`src/sv/oca_pkg.sv`:
```
// ----------------------------------------------------------------------------
// oca_pkg
// Shared types and constants for the multi-width ones-complement adder.
// ----------------------------------------------------------------------------
package oca_pkg;

    localparam int unsigned OPERAND_W = 36;
    localparam int unsigned MODE_W    = 3;
    localparam int unsigned IN_DATA_W  = 72;   // operand_a, operand_b
    localparam int unsigned OUT_DATA_W = 40;   // sum, carry, overflow, pad

    typedef logic [OPERAND_W-1:0] word_t;

    typedef enum logic [MODE_W-1:0] {
        MODE_ADD12     = 3'd0,
        MODE_ADD18     = 3'd1,
        MODE_ADD24     = 3'd2,
        MODE_ADD36     = 3'd3,
        MODE_ADD36_BIT = 3'd4,
        MODE_SUB36     = 3'd5
    } mode_t;

    localparam word_t MASK12 = 36'o0000_0000_7777;
    localparam word_t MASK18 = 36'o0000_0077_7777;
    localparam word_t MASK24 = 36'o0000_7777_7777;
    localparam word_t MASK36 = 36'o7777_7777_7777;

endpackage

```
`src/sv/ones_complement_adder_multiwidth.sv`:
```
// ----------------------------------------------------------------------------
// ones_complement_adder_multiwidth
// Ones-complement add at 12, 18, 24 or 36 bits and subtract at 36 bits, with
// end-around carry, carry and overflow flags.
// ----------------------------------------------------------------------------
// Channel   Direction  Payload
// s_axis    in         tuser: mode; tdata: operand_a, operand_b
// m_axis    out        tdata: sum, carry, overflow
//
// One transaction per cycle when the output is not stalled; data passes an
// input register, then a result register.
// The arithmetic between the two registers is a sign conversion of each
// operand, one wide add and a decrement.
// rst_n clears both valid flags; payload registers are not reset.
// A stalled output holds its result; an empty input register takes one more
// transaction while the result register waits, then the input stalls.
// ----------------------------------------------------------------------------
module ones_complement_adder_multiwidth (
    input  logic                        clk,
    input  logic                        rst_n,
    input  logic                        s_axis_tvalid,
    output logic                        s_axis_tready,
    input  logic [oca_pkg::IN_DATA_W-1:0]  s_axis_tdata,  // operand_a, operand_b
    input  logic [oca_pkg::MODE_W-1:0]     s_axis_tuser,  // mode
    output logic                        m_axis_tvalid,
    input  logic                        m_axis_tready,
    output logic [oca_pkg::OUT_DATA_W-1:0] m_axis_tdata   // sum, carry, overflow, 2'b0
);
    import oca_pkg::*;

    logic                 in_valid_reg;
    logic [MODE_W-1:0]    in_mode_reg;
    word_t                in_a_reg;
    word_t                in_b_reg;

    logic                 out_valid_reg;
    word_t                sum_reg;
    logic                 carry_reg;
    logic                 overflow_reg;

    word_t                sum_next;
    logic                 carry_next;
    logic                 overflow_next;

    logic                 adv_out;
    logic                 in_ready;

    assign adv_out  = !out_valid_reg || m_axis_tready;
    assign in_ready = !in_valid_reg || adv_out;

    assign s_axis_tready = in_ready;
    assign m_axis_tvalid = out_valid_reg;
    assign m_axis_tdata  = {2'b00, overflow_reg, carry_reg, sum_reg};

    // input register
    always_ff @(posedge clk or negedge rst_n)
    begin
        if (!rst_n)
        begin
            in_valid_reg <= 1'b0;
        end
        else if (in_ready)
        begin
            in_valid_reg <= s_axis_tvalid;
        end
    end

    always_ff @(posedge clk)
    begin
        if (s_axis_tvalid && in_ready)
        begin
            in_mode_reg <= s_axis_tuser;
            in_a_reg    <= s_axis_tdata[OPERAND_W-1:0];
            in_b_reg    <= s_axis_tdata[2*OPERAND_W-1:OPERAND_W];
        end
    end

    // end-around-carry arithmetic
    always_comb
    begin
        word_t              mask;
        word_t              a_m;
        word_t              b_m;
        logic               a_top;
        logic               b_top;
        logic               bit_sign;
        logic               valid_mode;
        logic signed [37:0] na;
        logic signed [37:0] nb;
        logic signed [37:0] ns;
        logic signed [37:0] res;
        logic               a_neg;
        logic               b_neg;
        logic               s_neg;

        mask       = MASK36;
        bit_sign   = 1'b0;
        valid_mode = 1'b1;
        case (mode_t'(in_mode_reg))
            MODE_ADD12:     mask = MASK12;
            MODE_ADD18:     mask = MASK18;
            MODE_ADD24:     mask = MASK24;
            MODE_ADD36:     mask = MASK36;
            MODE_ADD36_BIT: bit_sign = 1'b1;
            MODE_SUB36:     bit_sign = 1'b1;
            default:        valid_mode = 1'b0;
        endcase

        a_m = in_a_reg & mask;
        if (mode_t'(in_mode_reg) == MODE_SUB36)
        begin
            b_m = ~in_b_reg & mask;
        end
        else
        begin
            b_m = in_b_reg & mask;
        end

        case (mode_t'(in_mode_reg))
            MODE_ADD12:
            begin
                a_top = a_m[11];
                b_top = b_m[11];
            end
            MODE_ADD18:
            begin
                a_top = a_m[17];
                b_top = b_m[17];
            end
            MODE_ADD24:
            begin
                a_top = a_m[23];
                b_top = b_m[23];
            end
            default:
            begin
                a_top = a_m[35];
                b_top = b_m[35];
            end
        endcase

        // a negative word w reads as w - mask
        na  = $signed({2'b00, a_m}) - (a_top ? $signed({2'b00, mask}) : 38'sd0);
        nb  = $signed({2'b00, b_m}) - (b_top ? $signed({2'b00, mask}) : 38'sd0);
        ns  = na + nb;
        // negative result: complement of magnitude, i.e. ns - 1
        res = ns[37] ? (ns - 38'sd1) : ns;

        s_neg = ns[37];
        a_neg = bit_sign ? a_top : (a_top && (a_m != mask));
        b_neg = bit_sign ? b_top : (b_top && (b_m != mask));

        if (!valid_mode)
        begin
            sum_next      = '0;
            carry_next    = 1'b0;
            overflow_next = 1'b0;
        end
        else if ((a_m == mask) && (b_m == mask))
        begin
            // both negative zero
            sum_next      = mask;
            carry_next    = 1'b0;
            overflow_next = 1'b0;
        end
        else
        begin
            sum_next      = res[OPERAND_W-1:0] & mask;
            carry_next    = (a_neg && b_neg) || ((a_neg != b_neg) && !s_neg);
            overflow_next = (a_neg == b_neg) && (a_neg != s_neg);
        end
    end

    // result register
    always_ff @(posedge clk or negedge rst_n)
    begin
        if (!rst_n)
        begin
            out_valid_reg <= 1'b0;
        end
        else if (adv_out)
        begin
            out_valid_reg <= in_valid_reg;
        end
    end

    always_ff @(posedge clk)
    begin
        if (in_valid_reg && adv_out)
        begin
            sum_reg      <= sum_next;
            carry_reg    <= carry_next;
            overflow_reg <= overflow_next;
        end
    end

endmodule

```
`config.mk`:
```
export PLATFORM = sky130hd
export DESIGN_NAME = ones_complement_adder_multiwidth
export DESIGN_NICKNAME = d
export VERILOG_FILES = /design/src/sv/oca_pkg.sv /design/src/sv/ones_complement_adder_multiwidth.sv
export SDC_FILE = /design/constraint.sdc
export NUM_CORES = 1
export LEC_CHECK = 0
export BUFFER_PORTS_ARGS = -buffer_cell sky130_fd_sc_hd__buf_2
export CORE_ASPECT_RATIO = 1.5
export CORE_UTILIZATION = 54
export CTS_CLUSTER_SIZE = 20
export DETAILED_ROUTE_END_ITERATION = 6
export GPL_TIMING_DRIVEN = 1
export PLACE_DENSITY = 0.83
export SLEW_MARGIN = 20
export SYNTH_ARGS = -nofsm -noshare
export SYNTH_HDL_FRONTEND = slang
export SYNTH_SLANG_ARGS = --single-unit
export TNS_END_PERCENT = 5
```
`constraint.sdc`:
```
create_clock -name clk -period 8.75 [get_ports clk]
set_input_delay 1.3125 -clock clk [delete_from_list [all_inputs] [get_ports clk]]
set_output_delay 1.3125 -clock clk [all_outputs]
set_load 0.1 [all_outputs]
```
Word-level counts from Yosys, hierarchy flattened

Cells that the tools add are included.

Flip-flop bits (word level): 115
Latch bits: 0
Memory bits (writable): 0
ROM bits: 0
Input bits: 79
Output and inout bits: 42
Logic and storage cells: 60
Memories kept: 0

Add/subtract/negate cells: 4
Multiply operators: 0
Divide/modulo/power cells: 0
Order comparisons: 0
Eq/ne operators: 12
Shifts and indexed selects: 0
Multiplexer cells: 12
Bitwise logic cells: 6
Reductions and logical operators: 18

Operators with widths:

| kind                                                 | number |
|---|---|
| two-way mux 36 bit                                   | 5 |
| AND 36 bit                                           | 4 |
| one-hot mux 36 bit (3 select lines)                  | 1 |
| subtractor 36 x 36 -> 37 bit                         | 2 |
| equality test 36 bit                                 | 2 |
| != test 36 bit                                       | 2 |
| adder 37 x 37 -> 38 bit                              | 1 |
| inverter 36 bit                                      | 1 |
| subtractor 36 x 2 -> 36 bit (second input constant)  | 1 |
| logical AND 1 bit                                    | 8 |
| equality test 3 x 2 -> 1 bit (second input constant) | 2 |
| equality test 3 bit (second input constant)          | 2 |
| one-hot mux 1 bit (3 select lines)                   | 2 |
| OR reduction 6 bit                                   | 1 |
| two-way mux 1 bit                                    | 4 |
| OR reduction 2 bit                                   | 2 |
| equality test 3 x 1 -> 1 bit (second input constant) | 1 |
| zero test 1 bit                                      | 3 |
| zero test 3 bit                                      | 1 |
| logical OR 1 bit                                     | 3 |
| != test 1 bit                                        | 2 |
| equality test 1 bit                                  | 1 |
| inverter 1 bit                                       | 1 |

Longest topological paths before layout

Gate-level depths: netlist of the first run.

Depth in word-level cells: 12
Gate-level depth with buffers: 32
Gate-level depth less buffers: 27

Least setup slack after synthesis of the first run

OpenSTA, ideal clock, no wires.

Path kind: flip-flop to flip-flop
From: reg in_mode_reg[0]
To: reg sum_reg[27], data pin
Setup time: 0.261 ns
Arrival time: 6.892 ns
Required time: 8.489 ns
Path slack: 1.597 ns
Cell stages (with the launch flop): 28
Path buffers: 3
Clock period less this slack: 7.153 ns
Cell sequence: edfxtp_1 > clkbuf_1 > a21o_1 > nand2_1 > o21ai_0 > clkinv_1 > ha_1 > nor2b_1 > o21bai_1 > a21boi_0 > o211a_1 > a21o_1 > a21oi_1 > nor3_1 > a2111oi_0 > nor2_1 > ha_1 > nand3_1 > and3b_1 > or3_4 > xor2_1 > or3_1 > or4b_1 > buf_2 > or2_0 > buf_2 > or2_0 > o311a_1

Cells in the longest elaborated chain, start to end: 12
Elaborated cells on any way between the ends: 27
Classes of those cells: 4 x add/sub; 7 x eq/ne; 9 x mux; 4 x bitwise; 3 x reduce/logical

Ends and longest elaborated chain:

| element                                                    | line                                                                             | RTL |
|---|---|---|
| start, declared                                            | ones_complement_adder_multiwidth.sv:32                                           | `logic [MODE_W-1:0] in_mode_reg;` |
| start signal, assigned                                     | ones_complement_adder_multiwidth.sv:72                                           | `in_mode_reg <= s_axis_tuser;` |
| equality test 3 x 2 -> 1 bit, or another cell as far along | ones_complement_adder_multiwidth.sv:99, ones_complement_adder_multiwidth.sv:119  |  |
| one-hot mux 36 bit (3 select lines)                        | ones_complement_adder_multiwidth.sv:99                                           | `case (mode_t'(in_mode_reg))` |
| AND 36 bit, on equally long branches                       | ones_complement_adder_multiwidth.sv:116, ones_complement_adder_multiwidth.sv:112 |  |
| two-way mux 36 bit                                         | ones_complement_adder_multiwidth.sv:110                                          | `if (mode_t'(in_mode_reg) == MODE_SUB36)` |
| one-hot mux 1 bit (3 select lines)                         | ones_complement_adder_multiwidth.sv:119                                          | `case (mode_t'(in_mode_reg))` |
| two-way mux 36 bit                                         | ones_complement_adder_multiwidth.sv:144                                          | `nb = $signed({2'b00, b_m}) - (b_top ? $signed({2'b00, mask}) : 38'sd0);` |
| subtractor 36 x 36 -> 37 bit                               | ones_complement_adder_multiwidth.sv:144                                          |  |
| adder 37 x 37 -> 38 bit                                    | ones_complement_adder_multiwidth.sv:145                                          | `ns = na + nb;` |
| subtractor 36 x 2 -> 36 bit                                | ones_complement_adder_multiwidth.sv:147                                          | `res = ns[37] ? (ns - 38'sd1) : ns;` |
| two-way mux 36 bit                                         | ones_complement_adder_multiwidth.sv:147                                          |  |
| AND 36 bit                                                 | ones_complement_adder_multiwidth.sv:168                                          | `sum_next = res[OPERAND_W-1:0] & mask;` |
| two-way mux 36 bit                                         | ones_complement_adder_multiwidth.sv:159                                          | `else if ((a_m == mask) && (b_m == mask))` |
| end signal, assigned                                       | ones_complement_adder_multiwidth.sv:191                                          | `sum_reg <= sum_next;` |
| end, declared                                              | ones_complement_adder_multiwidth.sv:37                                           | `word_t sum_reg;` |

Several ways; a longest one is shown, not always the timed one.
A chain may end at the register's enable or synchronous reset.

Final worst setup path of the first run

Same ends and word-level chain as after synthesis.

==> run summary, run 1 <==
Outcome -> complete, no violations
Worst skew pair latency -> 0.43 ns
Crit path max-delay cell type -> edfxtp_1
PortBufs -> 118
Hold Fails Final Rpt -> 0
Setup repair after global routing missed its margin -> false
Switch share -> 51.62%
Worst min path class -> reg2reg
Wire length of the first global-routing pass -> 46.71 mm
Top cells by count, synth -> xnor2_1 (117), a21oi_1 (113), edfxtp_1 (113), nor2_1 (112), ha_1 (104)
Detailed Route WL -> 28.91 mm
Post-route minimum period -> 8.212 ns
Placer Congestion -> 0.9459
Top post-synthesis cells by area -> edfxtp_1 (29%), ha_1 (11%), xnor2_1 (8.6%), a21oi_1 (4.8%), nor2_1 (3.5%)
FP Rows -> 66
Remaining global-route overflow -> 0
Routed Antenna Nets -> 0
Drt initial violations -> 737
Max clock buf depth -> 2
# IOs -> 121
Mapped Area -> 11850 µm²
Internal cell power -> 2.533 mW
Met3 usage -> 4.187%
Starting density of the core -> 54.78%
Core ar. -> 21640 µm²
Fin util -> 61.12%
Vias in the first global route -> 9988
CP max stage delay -> 0.65 ns
Buf+Inv Stages, Crit Path -> 1
Sequential fraction of the synthesis area -> 29.05%
Number of synthesized flops with an enable pin -> 113
Mean Syn Cell Area -> 8.658 µm²
Reg clk slew, reported paths -> 0.05 ns
Synth Warn # -> 0
Final Max Slew Viols -> 0
Max-Cap Viols -> 0
Worst EP arrival -> 8.39 ns
Clock Sink Count -> 115
Primary FF master, synth -> edfxtp_1
Root buf cell -> clkbuf_16
Rel. slew slack -> 33.09%
Peak supply drop -> 0.1635 mV
Worst Setup Start Kind -> register
Area Overhead vs Synth -> 11.57%
Met1 usage -> 30.38%
Clock power share -> 13.6%
H-tree levels -> 4
Fraction of registers with async set/reset -> 1.739%
Slew @ Worst Pin -> 0.9932 ns
Clock skew -> 0.009188 ns
# diodes -> 0
Tcrit/Tclk final -> 93.85%
CTS Buf Count -> 17
Sequential power share -> 15.4%
Layout net count -> 1647
Largest net degree at the start of global routing -> 76
Worst path required time -> 8.92 ns
Top-count cell post-synth -> xnor2_1
P per Cell Area -> 395.8 nW/µm²
P_sw -> 2.702 mW
Vias per inst -> 6.189
DR DRC count -> 0
Initial antenna violation count -> 0
# setup viols final -> 0
Drt pass-1 iters -> 6
Share of post-route cells with drive strength above 1 -> 12.91%
Crit end category -> register
Via Count -> 10794
Grt met2 use -> 46.94%
Post-synthesis register bit count -> 115
LEAKAGE -> 5.281 nW
Die Y -> 183.5 µm
Die W -> 123.0 µm
Crit Path Class -> reg2reg
Synth Instances -> 1369
Delay-heaviest family, CP -> compound AO/OA/AOI/OAI gates
CTS tree -> yes
Layer with the highest usage -> met2
Yosys top cell area share -> 28.63%
Die ar. -> 22560 µm²
Max frequency -> 121.8 MHz
GRT Util Overall -> 26.30%
CP max FO -> 15
Post-synth top area cell -> edfxtp_1
Comb power frac -> 71.0%
Routed length per placed instance -> 16.58 µm
Netlist cell types -> 83
Final setup TNS -> 0 ns
Detailed Place HPWL -> 22.78 mm
worst register-to-register path, stage by stage, from the launching register on:
cell        delay (ns)
edfxtp_1          0.65
nor3b_1           0.23
o21ai_0           0.19
nand3_1           0.32
clkinvlp_4        0.34
ha_1              0.46
o211ai_1          0.15
a21bo_2           0.22
o21bai_1          0.28
a41oi_1           0.22
o31ai_2           0.38
o21ai_0           0.21
a31oi_1           0.40
a21o_1            0.25
a2111oi_0         0.11
a311oi_1          0.38
ha_1              0.36
a21o_1            0.20
a21o_1            0.17
a21oi_1           0.25
o21ai_0           0.17
o21bai_1          0.25
o31ai_1           0.18
or3b_2            0.52
or2_0             0.41
or2_0             0.30
o311a_1           0.33
area by class of cell:
| cell class | instances | area, µm² |
|---|---|---|
| Fill cell | 1920 | 8412 |
| Multi-Input combinational cell | 1146 | 7974 |
| Sequential cell | 115 | 3443 |
| Timing Repair Buffer | 129 | 673.1 |
| Clock buffer | 18 | 429.2 |
| Tap cell | 272 | 340.3 |
| Inverter | 52 | 198.9 |
| Clock inverter | 12 | 165.2 |
power groups by stage:
stage          registers, mW  logic [mW]  clock network [mW]
3_5_place_dp           0.818        3.62                   0
4_1_cts                0.807        3.66               0.723
6_report               0.805        3.72               0.713
5_1_grt                0.815        4.03               0.746
3_3_place_gp           0.816        3.58                   0
2_1_floorplan           1.35        2.46                   0
stage by stage:
stage / total power [mW] / cells / instance area, µm² / hold WS, ns / setup slack [ns]
after floorplan: 3.818 / 1370 / 11860 / 0.4490 / 1.597
after global placement: 4.397 / 1712 / 12600 / 0.4652 / 0.6462
after detailed placement: 4.435 / 1712 / 12600 / 0.4794 / 0.4156
after CTS: 5.189 / 1742 / 13200 / 0.4898 / 0.3697
after global routing: 5.591 / 1744 / 13220 / 0.5118 / 0.02600
final: 5.234 / 1744 / 13220 / 0.4864 / 0.5378
layout by cell type (no fill, tap or decap), types with 18 or more instances in the layout:
cell	instances
nor2_1	112
ha_1	104
nor2b_1	22
and2_1	32
buf_2	118
xor2_1	30
nand2_1	80
edfxtp_1	113
nand3_1	34
a21o_1	44
o21ai_0	67
nand4_1	33
xnor2_1	117
inv_1	49
nor3_1	41
a21oi_1	113
a211oi_1	18
a31oi_1	25
and3_1	18
worst paths after layout:
| check | startpoint | endpoint | slack, ns | cells after the start |
|---|---|---|---|---|
| max | in_mode_reg[0] | sum_reg[27] | 0.54 | 26 |
| min | in_valid_reg | m_axis_tvalid | 0.49 | 1 |
| max reg2reg | in_mode_reg[0] | sum_reg[27] | 0.54 | 26 |
| min reg2reg | in_valid_reg | m_axis_tvalid | 0.49 | 1 |
| max in group asynchronous | rst_n | m_axis_tvalid | 8.00 | 1 |
| min in group asynchronous | rst_n | in_valid_reg | 0.66 | 1 |
routing by layer:
metal	wire length (µm)	share of wire [%]	vias up
met4	985	3.4	0
met1	11890	41	4986
li1	-	-	5356
met5	0	0	-
met2	14600	51	374
met3	1433	5.0	78
timing repair:
item | CTS | global route
hold buffers | 0 | 0
resized for setup | 0 | 4
setup endpoints to repair | 0 | 12
setup buffers | 0 | 2
logic make-up after synthesis:
kind of cell / count (synthesis) / synth area share [%]
multiplexers: 5 / 0.4434
other: 1 / 0.03164
XOR/XNOR: 147 / 10.86
flip-flops: 115 / 29.05
AO/OA/AOI/OAI: 415 / 23.55
adder cells (fa/ha/maj): 107 / 11.49
buffers and inverters: 109 / 3.800
AND/OR/NAND/NOR: 470 / 20.77
Note: power is estimated with default switching activity, not from simulation.
==> inputs of run 2 (changes only) <==
- clock period: 8.75 -> 8.25 ns (I/O delays scaled with it)
==> run 2 against run 1 <==
Compared with the run above: register-to-register slack better by 0.03 ns; clock power is 11% higher; routed wire length is 3.1% higher; die area stayed put; combinational power is 7.3% higher; critical endpoint unchanged; largest cell class unchanged.
==> run summary, run 2 (same netlist as run 1, synthesis figures left out) <==
Hold path start -> in_valid_reg
CP max FO -> 13 (-2)
Placer Congestion -> 0.9725 (+2.8%)
Die ar. -> 22560 µm² (unchanged)
Detailed Route WL -> 29.82 mm (+3.1%)
Max clock buf depth -> 2 (unchanged)
Tcrit/Tclk final -> 93.16% (-0.69 points)
Root buf cell -> clkbuf_16
Starting density of the core -> 54.78% (unchanged)
GRT Util Overall -> 27.24% (+0.94 points)
CTS tree -> yes
Clock power share -> 14.0% (+0.4 points)
Critical Path Source -> in_mode_reg[0]
P_sw -> 2.899 mW (+7.3%)
Internal cell power -> 2.732 mW (+7.9%)
Final setup TNS -> 0 ns (unchanged)
P per Cell Area -> 422.1 nW/µm² (+6.6%)
Detailed Place HPWL -> 23.45 mm (+2.9%)
Routed Antenna Nets -> 0 (unchanged)
Worst min path class -> reg2reg
Setup repair after global routing missed its margin -> false
Worst path required time -> 8.43 ns (-0.49 ns)
Max-Cap Viols -> 0 (unchanged)
Clock Sink Count -> 115 (unchanged)
Share of post-route cells with drive strength above 1 -> 13.67% (+0.76 points)
LEAKAGE -> 5.357 nW (+1.4%)
Via Count -> 10872 (+0.72%)
# IOs -> 121 (unchanged)
Max frequency -> 130.1 MHz (+6.8%)
Worst Setup Start Kind -> register
Post-place instance area -> 12660 µm² (+0.48%)
Leading cell type in the layout, fill and taps excluded -> buf_2
Crit end category -> register
FP Rows -> 66 (unchanged)
Rel. slew slack -> 38.52% (+5.4 points)
Post-CTS Hold Fix Bufs -> 0 (unchanged)
H-tree levels -> 4 (unchanged)
Comb power frac -> 70.8% (-0.2 points)
Most frequent cells in the layout -> buf_2 (118), xnor2_1 (117), edfxtp_1 (113), nor2_1 (112), a21oi_1 (112)
Initial antenna violation count -> 0 (unchanged)
Worst skew pair latency -> 0.43 ns (about the same)
# diodes -> 0 (unchanged)
Vias in the first global route -> 10224 (+2.4%)
Peak supply drop -> 0.2220 mV (+36%)
R2r startpoint -> in_mode_reg[0]
Area Overhead vs Synth -> 12.58%
Vias per inst -> 6.188 (about the same)
Reg clk slew, reported paths -> 0.05 ns (about the same)
Clock skew -> 0.006608 ns (-0.002579 ns)
Routed length per placed instance -> 16.97 µm (+2.4%)
Final Max Slew Viols -> 0 (unchanged)
Core ar. -> 21640 µm² (unchanged)
CTS Buf Count -> 17 (unchanged)
Slew @ Worst Pin -> 0.9126 ns (-0.08059 ns)
Fin area -> 13340 µm² (+0.91%)
Switch share -> 51.48% (-0.13 points)
Crit Path Class -> reg2reg
PortBufs -> 118 (unchanged)
Post-route minimum period -> 7.686 ns (-0.5262 ns)
Outcome -> complete, no violations
DR DRC count -> 0 (unchanged)
Sequential power share -> 15.1% (-0.3 points)
Drt pass-1 iters -> 5 (-1)
Worst EP arrival -> 7.87 ns (-0.52 ns)
Layout net count -> 1659 (+0.73%)
Hold Fails Final Rpt -> 0 (unchanged)
# setup viols final -> 0 (unchanged)
Die W -> 123.0 µm (unchanged)
Largest net degree at the start of global routing -> 76 (unchanged)
Drt initial violations -> 814 (+10%)
Die Y -> 183.5 µm (unchanged)
Wire length of the first global-routing pass -> 48.00 mm (+2.8%)
Remaining global-route overflow -> 0 (unchanged)
==> run 2: cell count changes in the layout (fill, tap and decap cells not counted) <==
| cell | before | now |
|---|---|---|
| buf_4 | 11 | 23 |
| a2111oi_0 | 9 | 7 |
| a2111oi_1 | 0 | 2 |
| a21oi_1 | 113 | 112 |
| a21oi_2 | 0 | 1 |
| and3b_2 | 0 | 1 |
| and3b_4 | 1 | 0 |
| bufinv_16 | 4 | 5 |
| clkbuf_1 | 1 | 2 |
| clkinvlp_4 | 3 | 2 |
==> run 2: layout make-up <==
cell class / instances / area (µm²)
clock inverter: 12 / 187.7
fill: 1889 / 8292
sequential: 115 / 3443
inverter: 52 / 198.9
clock buffer: 19 / 432.9
timing repair buffer: 141 / 763.2
multi-input combinational: 1146 / 7978
tap: 272 / 340.3
==> run 2: critical path, stage by stage, from the launching register on <==
cell and delay (ns):
edfxtp_1 0.45, buf_4 0.22, mux2i_1 0.12, o22a_1 0.20
o21ai_0 0.31, buf_4 0.29, ha_1 0.21, fa_1 0.21
nor2b_1 0.07, o21bai_1 0.11, a21boi_0 0.15, o211a_1 0.30
a21o_1 0.20, a21oi_1 0.36, nor3_1 0.12, a2111oi_0 0.46
nor2_1 0.15, ha_1 0.40, a21oi_1 0.22, o21ai_0 0.14
or3_4 0.44, xor2_1 0.19, or3_1 0.37, or4b_1 0.67
or2_0 0.46, or2_0 0.27, o311a_1 0.33
==> run 2: power groups by stage <==
stage | Sequential (mW) | Clock [mW] | Combinational (mW)
floorplan | 1.44 | 0 | 2.61
global placement | 0.864 | 0 | 3.82
detailed placement | 0.867 | 0 | 3.87
CTS | 0.856 | 0.802 | 3.91
global route | 0.862 | 0.825 | 4.33
finish | 0.853 | 0.789 | 3.99
==> run 2: stage by stage <==
step                      hold slack [ns]  worst slack, ns  util, %  std cells  power, mW
after floorplan                    0.4490            1.097        -       1370      4.049
after global placement             0.4675           0.5802    58.53       1720      4.684
after detailed placement           0.5067           0.3173    58.53       1720      4.741
after CTS                          0.5331           0.2265    61.40       1751      5.567
after global routing               0.5568          0.08536    61.68       1757      6.018
final                              0.5290           0.5640    61.68       1757      5.632
==> run 2: repair_timing <==
action | 4_1_cts | 5_1_grt
endpoints found under the hold margin | 0 | 0
setup endpoints to repair | 0 | 23
setup buffers | 0 | 6
gates resized for setup | 0 | 6
==> run 2: final timing paths <==
kind	endpoint	slack, ns	depth (start not counted)
max	sum_reg[27]	0.56	26
max reg2reg	sum_reg[27]	0.56	26
min	m_axis_tvalid	0.53	1
min reg2reg	m_axis_tvalid	0.53	1
min in group asynchronous	in_valid_reg	0.58	1
max in group asynchronous	m_axis_tvalid	7.57	1
==> run 2: layer usage <==
metal	vias up	share of wire (%)	global-route usage [%]
met5	-	0	0
met4	0	4.4	15.66
met3	86	5.2	4.746
met2	393	50	47.01
met1	4994	41	31.21
li1	5399	-	-
